## config.mk

```make
export PLATFORM = sky130hd
export DESIGN_NAME = q2e_cordic_cell
export DESIGN_NICKNAME = d
export VERILOG_FILES = /design/src/hw/rtl/q2e_pkg.sv /design/src/hw/rtl/q2e_cordic_cell.sv
export SDC_FILE = /design/constraint.sdc
export NUM_CORES = 1
export LEC_CHECK = 0
export BUFFER_PORTS_ARGS = -buffer_cell sky130_fd_sc_hd__buf_2
export CAP_MARGIN = 20
export CORE_UTILIZATION = 25
export CTS_CLUSTER_DIAMETER = 50
export DETAILED_ROUTE_END_ITERATION = 12
export GPL_ROUTABILITY_DRIVEN = 0
export PLACE_DENSITY = 0.52
export SYNTH_ARGS = -nofsm -noshare
export SYNTH_HDL_FRONTEND = slang
export SYNTH_SLANG_ARGS = --single-unit
```

## constraint.sdc

```tcl
create_clock -name clk -period 20.1 [get_ports clk]
set_clock_uncertainty 0.2 [all_clocks]
set_input_delay 4.02 -clock clk [delete_from_list [all_inputs] [get_ports clk]]
set_output_delay 4.02 -clock clk [all_outputs]
set_load 0.02 [all_outputs]
```

## src/hw/rtl/q2e_pkg.sv

```systemverilog
// Shared types, constants and the arctangent table for the quaternion to
// Euler angle converter. No dependencies.
package q2e_pkg;

  localparam int CORDIC_STEPS = 14;
  localparam int TABLE_LEN    = 24;
  localparam int CORDIC_USED  = (CORDIC_STEPS > TABLE_LEN) ? TABLE_LEN : CORDIC_STEPS;
  localparam int SQRT_STEPS   = 29;
  localparam int LANE_W       = 36;
  localparam int ANG_W        = 28;
  localparam int SQ_W         = 58;

  localparam logic signed [ANG_W-1:0] HALF_PI_Q24 = 28'sd26353589;

  typedef struct packed {
    logic signed [LANE_W-1:0] x;
    logic signed [LANE_W-1:0] y;
    logic signed [ANG_W-1:0]  z;
    logic                     zero;
  } lane_t;

  typedef struct packed {
    logic [SQ_W-1:0] rem;
    logic [SQ_W-1:0] root;
  } sqrt_t;

  function automatic logic [ANG_W-1:0] atan_q24(input logic [4:0] i);
    logic [ANG_W-1:0] v;
    case (i)
      5'd0:  v = 28'd13176795;
      5'd1:  v = 28'd7778716;
      5'd2:  v = 28'd4110060;
      5'd3:  v = 28'd2086331;
      5'd4:  v = 28'd1047214;
      5'd5:  v = 28'd524117;
      5'd6:  v = 28'd262123;
      5'd7:  v = 28'd131069;
      5'd8:  v = 28'd65536;
      5'd9:  v = 28'd32768;
      5'd10: v = 28'd16384;
      5'd11: v = 28'd8192;
      5'd12: v = 28'd4096;
      5'd13: v = 28'd2048;
      5'd14: v = 28'd1024;
      5'd15: v = 28'd512;
      5'd16: v = 28'd256;
      5'd17: v = 28'd128;
      5'd18: v = 28'd64;
      5'd19: v = 28'd32;
      5'd20: v = 28'd16;
      5'd21: v = 28'd8;
      5'd22: v = 28'd4;
      5'd23: v = 28'd2;
      default: v = 28'd0;
    endcase
    return v;
  endfunction

endpackage

```

## src/hw/rtl/q2e_cordic_cell.sv

```systemverilog
// One vectoring CORDIC micro-rotation on a single lane.
// Depends on q2e_pkg.
module q2e_cordic_cell (
  input  logic           clk,
  input  logic [4:0]     step,
  input  q2e_pkg::lane_t din,
  output q2e_pkg::lane_t dout_r
);

  logic signed [q2e_pkg::LANE_W-1:0] xs;
  logic signed [q2e_pkg::LANE_W-1:0] ys;
  logic signed [q2e_pkg::ANG_W-1:0]  a;
  q2e_pkg::lane_t                    dout_nxt;

  always_comb begin
    xs = din.x >>> step;
    ys = din.y >>> step;
    a  = $signed(q2e_pkg::atan_q24(step));
    dout_nxt.zero = din.zero;
    if (!din.y[q2e_pkg::LANE_W-1]) begin
      dout_nxt.x = din.x + ys;
      dout_nxt.y = din.y - xs;
      dout_nxt.z = din.z + a;
    end else begin
      dout_nxt.x = din.x - ys;
      dout_nxt.y = din.y + xs;
      dout_nxt.z = din.z - a;
    end
  end

  always_ff @(posedge clk) begin
    dout_r <= dout_nxt;
  end

endmodule

```

# --- Yosys cells after proc, flatten, opt, wreduce, memory -nomap -nowiden ---
# Memory sizes are Yosys's and may differ from the RTL's.
# Index checks and enable logic that the tools add are counted.
totals:
  reg_bits: 101
  rom_bits: 768
  inputBits: 107
  output_inout_bits: 101
  wordCells: 14
  memories: 1
memory_table:
  columns: ["memory", "words", "word_bits", "read_ports", "rd_ports_with_merged_regs", "wr", "line", "text"]
  rows:
  - ["(name not given)", 32, 24, 1, 0, 0, "q2e_pkg.sv:29", "case (i)"]
op_classes:
  n_addsub: 6
  shift: 2
  mux: 1
ops:
  columns: ["op", "count"]
  rows:
  - ["2-to-1 mux 100 bit", 1]
  - ["adder 36 bit", 2]
  - [">>> shifter 36 x 5 -> 36 bit", 2]
  - ["subtractor 36 bit", 2]
  - ["adder 28 bit", 1]
  - ["subtractor 28 bit", 1]

# --- Longest topological paths before layout ---
logic_depth:
  depth_word: 3
  ltp_mapped: 27
  mapped_depth_nobuf: 22

# --- Least setup slack after synthesis ---
# OpenSTA, ideal clock, no wires.
synth_path:
  path_kind: "input-to-reg"
  startpoint: "input step[4]"
  endpoint: "register dout_r[28] (netlist bit)"
  setup_time_ns: 0.120
  arrival_time_ns: 9.264
  required_ns: 19.780
  path_slack_ns: 10.516
  stages: 26
  n_path_buf: 7
  cell_sequence: "clkbuf_1 buf_2 buf_2 buf_2 buf_1 clkbuf_1 buf_1 nor3_1 o21ai_0 ha_1 o21ai_0 nor2_1 nand3b_1 nor4_1 nor3b_1 nor2_1 xnor2_1 ha_1 nor3_1 a21boi_0 o22ai_1 a21o_1 a211o_1 a311oi_1 a21oi_1 xnor2_1"
synth_lines:
  columns: ["item", "line", "text"]
  rows:
  - ["start, declared", "q2e_cordic_cell.sv:5", "input logic [4:0] step,"]
  - ["end signal, assigned", "q2e_cordic_cell.sv:32", "dout_r <= dout_nxt;"]
  - ["end, declared", "q2e_cordic_cell.sv:7", "output q2e_pkg::lane_t dout_r"]

==> out/qor.yml <==
worst_setup_path:
  end_kind: "flip-flop"
  worst_ep_required_time_ps: 20190
  critPathMaxFanout: 75
  critPathArrivalTime_ps: 11460
  timing.setup.critical_path_class: "input pin to flip-flop"
  timing.critical_path.from_type: "input pin"
floorplanning:
  starting_utilization_of_the_core_area_pct: 25.4
  std_cell_rows: 90
  die_w_um: 250
  core_area_sq_um: 60700
  io_pins: 208
  fp.dieArea_sq_um: 62700
  die_y_um: 250
flow_run:
  drv.max_cap_violation_count: 0
detailed_routing:
  initialDrtViolationCount: 2081
  detail-route-antenna-nets: 0
  detailroute.via_count: 15700
  routedWlPerCell_um: 22.8
  drt_pre_antenna_iters: 6
  routed_via_density: 5.78
  route.detailed.drc: 0
  postRouteWirelength_um: 61600
global_route:
  globalRoute.busiestLayer: "met2"
  globalRoute.totalOverflow: 0
  antenna_violations_before_repair: 8
  grt_util_met1_pct: 26.2
  grtUsageMet2_pct: 28.9
  grt_pass1_vias: 15000
  gr_usage_total_pct: 19.1
  grt_pass1_wl_um: 92300
  grt_max_degree: 77
  global_route.usage.met3_pct: 4.32
power:
  power_leakage_nw: 6.98
  power_mw: 1.33
  vdd.ir_drop.worst_v: 0.0000485
  power_per_cell_area_nw_per_um2: 76.8
sta:
  rsz0062_at_grt: "false"
  final_max_slew_viol_count: 0
  final-setup-viol-count: 0
  max_clock_freq_mhz: 87.9
  worst_hold_slack_ps: 3520
  period_share_pct: 56.6
  finalSetupTns_ps: 0
  period_needed_ps: 11380
  timing_worst_slew_pin_value_ps: 1040
  worst_slew_margin_rel_pct: 30.4
  final-hold-violation-count: 0
yosys:
  synth_area_per_cell_sq_um: 8.59
  syn-instance-count: 1796
  synth_edf_count: 0
  synth-seq-area-share_pct: 13.1
  synth-async-reset-ratio_pct: 0
  yosys_register_bits: 101
  netlist-cell-type-count: 103
  syn_area_sq_um: 15400
  ys_warn_count: 0
  synthesis.nets: 2012
  ys_dominant_reg_cell: "sky130_fd_sc_hd__dfxtp_1"
final_layout:
  seqCellArea_sq_um: 2020
  top_register: "dout_r"
  num_antenna_cells: 0
  largestRegisters: "dout_r: 101 flops"
  synthToLayoutAreaGrowth_pct: 12.3
  finish.net_count: 2138
  largest_register_ff_count: 101
  final.fill_count: 6442
  multi_input_area_sq_um: 12600
  post_route_cells_drive_above_1_share_pct: 23.1
clock_tree:
  h-tree-depth: 3
  clock-sinks: 101
  cts_root_buffer: "sky130_fd_sc_hd__clkbuf_16"
  clkTransAtPathRegs_ps: 80
  cts_tree: "built"
  hold_fix_buffers_at_cts: 0
  post_cts.repair.setup_buffers: 0
  cts-buffers-inserted: 9
  cts.repair.resized: 0
  cts_max_path_buffers: 2
worst_hold_path:
  hp-class: "input pin to flip-flop"
placement:
  dp_hpwl_um: 47500
  portBuffers: 207
outcome:
  run_status: "finished clean"
path summary, 6_finish.rpt:
path | from | endpoint | slack, ps | cells after the start
worst max-delay path | step[0] | dout_r[100] | 8720 | 22
worst min-delay path | din[0] | dout_r[0] | 3520 | 1
cell usage in the layout (no fill, tap or decap), types with 12 or more instances in the layout:
| cell | instances |
|---|---|
| sky130_fd_sc_hd__mux2i_1 | 53 |
| sky130_fd_sc_hd__a21o_1 | 42 |
| sky130_fd_sc_hd__a211oi_1 | 26 |
| sky130_fd_sc_hd__o211ai_1 | 17 |
| sky130_fd_sc_hd__nand3_1 | 40 |
| sky130_fd_sc_hd__a31oi_1 | 27 |
| sky130_fd_sc_hd__and3_1 | 14 |
| sky130_fd_sc_hd__nand4_1 | 16 |
| sky130_fd_sc_hd__xor2_1 | 51 |
| sky130_fd_sc_hd__nor2b_1 | 23 |
| sky130_fd_sc_hd__nand2b_1 | 12 |
| sky130_fd_sc_hd__dfxtp_1 | 101 |
| sky130_fd_sc_hd__o21ai_0 | 90 |
| sky130_fd_sc_hd__buf_2 | 203 |
| sky130_fd_sc_hd__mux2_2 | 38 |
| sky130_fd_sc_hd__nor3_1 | 38 |
| sky130_fd_sc_hd__inv_1 | 52 |
| sky130_fd_sc_hd__nand2_1 | 137 |
| sky130_fd_sc_hd__and2_1 | 23 |
| sky130_fd_sc_hd__o21bai_1 | 12 |
| sky130_fd_sc_hd__o22ai_1 | 14 |
| sky130_fd_sc_hd__nor2_1 | 158 |
| sky130_fd_sc_hd__a21oi_1 | 129 |
| sky130_fd_sc_hd__ha_1 | 106 |
| sky130_fd_sc_hd__xnor2_1 | 103 |
| sky130_fd_sc_hd__mux4_2 | 116 |
| sky130_fd_sc_hd__buf_4 | 18 |
| sky130_fd_sc_hd__o21a_1 | 19 |
metrics by stage:
stage / worst slack [ps] / std cells / cell area, sq um / util (%)
6_report: 8720 / 2709 / 17300 / 28.6
5_1_grt: 8200 / 2709 / 17300 / 28.6
4_1_cts: 8890 / 2709 / 17300 / 28.6
3_5_place_dp: 8470 / 2693 / 17000 / 28.0
3_3_place_gp: 8600 / 2693 / 17000 / 28.0
2_1_floorplan: 10520 / 1796 / 15400 / -
Yosys cell counts (8+ instances only):
master                     count  area (sq um)
sky130_fd_sc_hd__nor2_1      158           593
sky130_fd_sc_hd__nand2_1     137           514
sky130_fd_sc_hd__a21oi_1     129           646
sky130_fd_sc_hd__mux4_2      116          2610
sky130_fd_sc_hd__ha_1        106          1330
sky130_fd_sc_hd__xnor2_1     103           902
sky130_fd_sc_hd__dfxtp_1     101          2020
sky130_fd_sc_hd__o21ai_0      90           450
sky130_fd_sc_hd__inv_1        53           199
sky130_fd_sc_hd__mux2i_1      53           531
sky130_fd_sc_hd__xor2_1       51           447
sky130_fd_sc_hd__clkbuf_1     45           169
sky130_fd_sc_hd__a21o_1       42           315
sky130_fd_sc_hd__nand3_1      40           200
sky130_fd_sc_hd__mux2_2       38           428
sky130_fd_sc_hd__nor3_1       38           190
sky130_fd_sc_hd__buf_2        29           145
sky130_fd_sc_hd__a31oi_1      27           169
sky130_fd_sc_hd__a211oi_1     26           195
sky130_fd_sc_hd__and2_1       23           144
sky130_fd_sc_hd__nor2b_1      23           144
sky130_fd_sc_hd__o21a_1       19           143
sky130_fd_sc_hd__o211ai_1     17           128
sky130_fd_sc_hd__nand4_1      16           100
sky130_fd_sc_hd__buf_1        15          56.3
sky130_fd_sc_hd__and3_1       14          87.6
sky130_fd_sc_hd__o22ai_1      14          87.6
sky130_fd_sc_hd__nand2b_1     12          75.1
sky130_fd_sc_hd__o21bai_1     12          90.1
sky130_fd_sc_hd__or2_2        11          68.8
sky130_fd_sc_hd__a22oi_1      10          75.1
sky130_fd_sc_hd__or3_1        10          62.6
sky130_fd_sc_hd__buf_6         9           101
sky130_fd_sc_hd__o21ai_1       9          45.0
sky130_fd_sc_hd__nor4_1        8          50.1
sky130_fd_sc_hd__o311ai_0      8          70.1
sky130_fd_sc_hd__o31ai_1       8          60.1
area by class of cell:
class                   count  area share [%]
repair buffers            222            6.70
clock inverters             7           0.570
clock buffers               9            1.30
flip-flops and latches    101            11.7
well taps                 782            5.64
inverters                  57            1.23
multi-input cells        1531            72.9
where the power goes:
| group | switching [mW] | leakage [nW] | total, mW | internal, mW |
|---|---|---|---|---|
| Sequential | 0.0244 | 0.852 | 0.308 | 0.284 |
| Combinational | 0.509 | 5.98 | 0.819 | 0.310 |
| Clock | 0.0947 | 0.156 | 0.204 | 0.110 |
worst max-delay path, cell delays in order:
cell                        delay [ps]
sky130_fd_sc_hd__buf_6             580
sky130_fd_sc_hd__buf_4             880
sky130_fd_sc_hd__mux4_1            700
sky130_fd_sc_hd__mux4_2            610
sky130_fd_sc_hd__or3_4             380
sky130_fd_sc_hd__a21oi_4           200
sky130_fd_sc_hd__nand4_2           180
sky130_fd_sc_hd__nor4_2            270
sky130_fd_sc_hd__buf_4             220
sky130_fd_sc_hd__nor3b_1           280
sky130_fd_sc_hd__nor2_1             90
sky130_fd_sc_hd__xnor2_1           170
sky130_fd_sc_hd__ha_1              400
sky130_fd_sc_hd__nand3_1           150
sky130_fd_sc_hd__nor2_1            240
sky130_fd_sc_hd__a21oi_1           110
sky130_fd_sc_hd__o2bb2ai_1         160
sky130_fd_sc_hd__a2111oi_0         840
sky130_fd_sc_hd__o2111ai_1         240
sky130_fd_sc_hd__a31oi_1           260
sky130_fd_sc_hd__a211oi_1          120
sky130_fd_sc_hd__xnor3_1           180
per-layer routing:
metal	up-vias	wire length [um]
met5	-	80
li1	7097	-
met1	7513	26500
met3	110	6070
met4	12	2050
met2	921	26900
cell families after synthesis:
logic type | share of synthesized area, %
DFF | 13.1
xor gates and xnor gates | 8.89
adders and majority gates | 8.98
buffers and inverters | 5.01
muxes | 24.1
and+or+nand+nor | 17.3
AOI/OAI and AO/OA | 22.6
No activity file was read; power rests on OpenSTA's default activity.
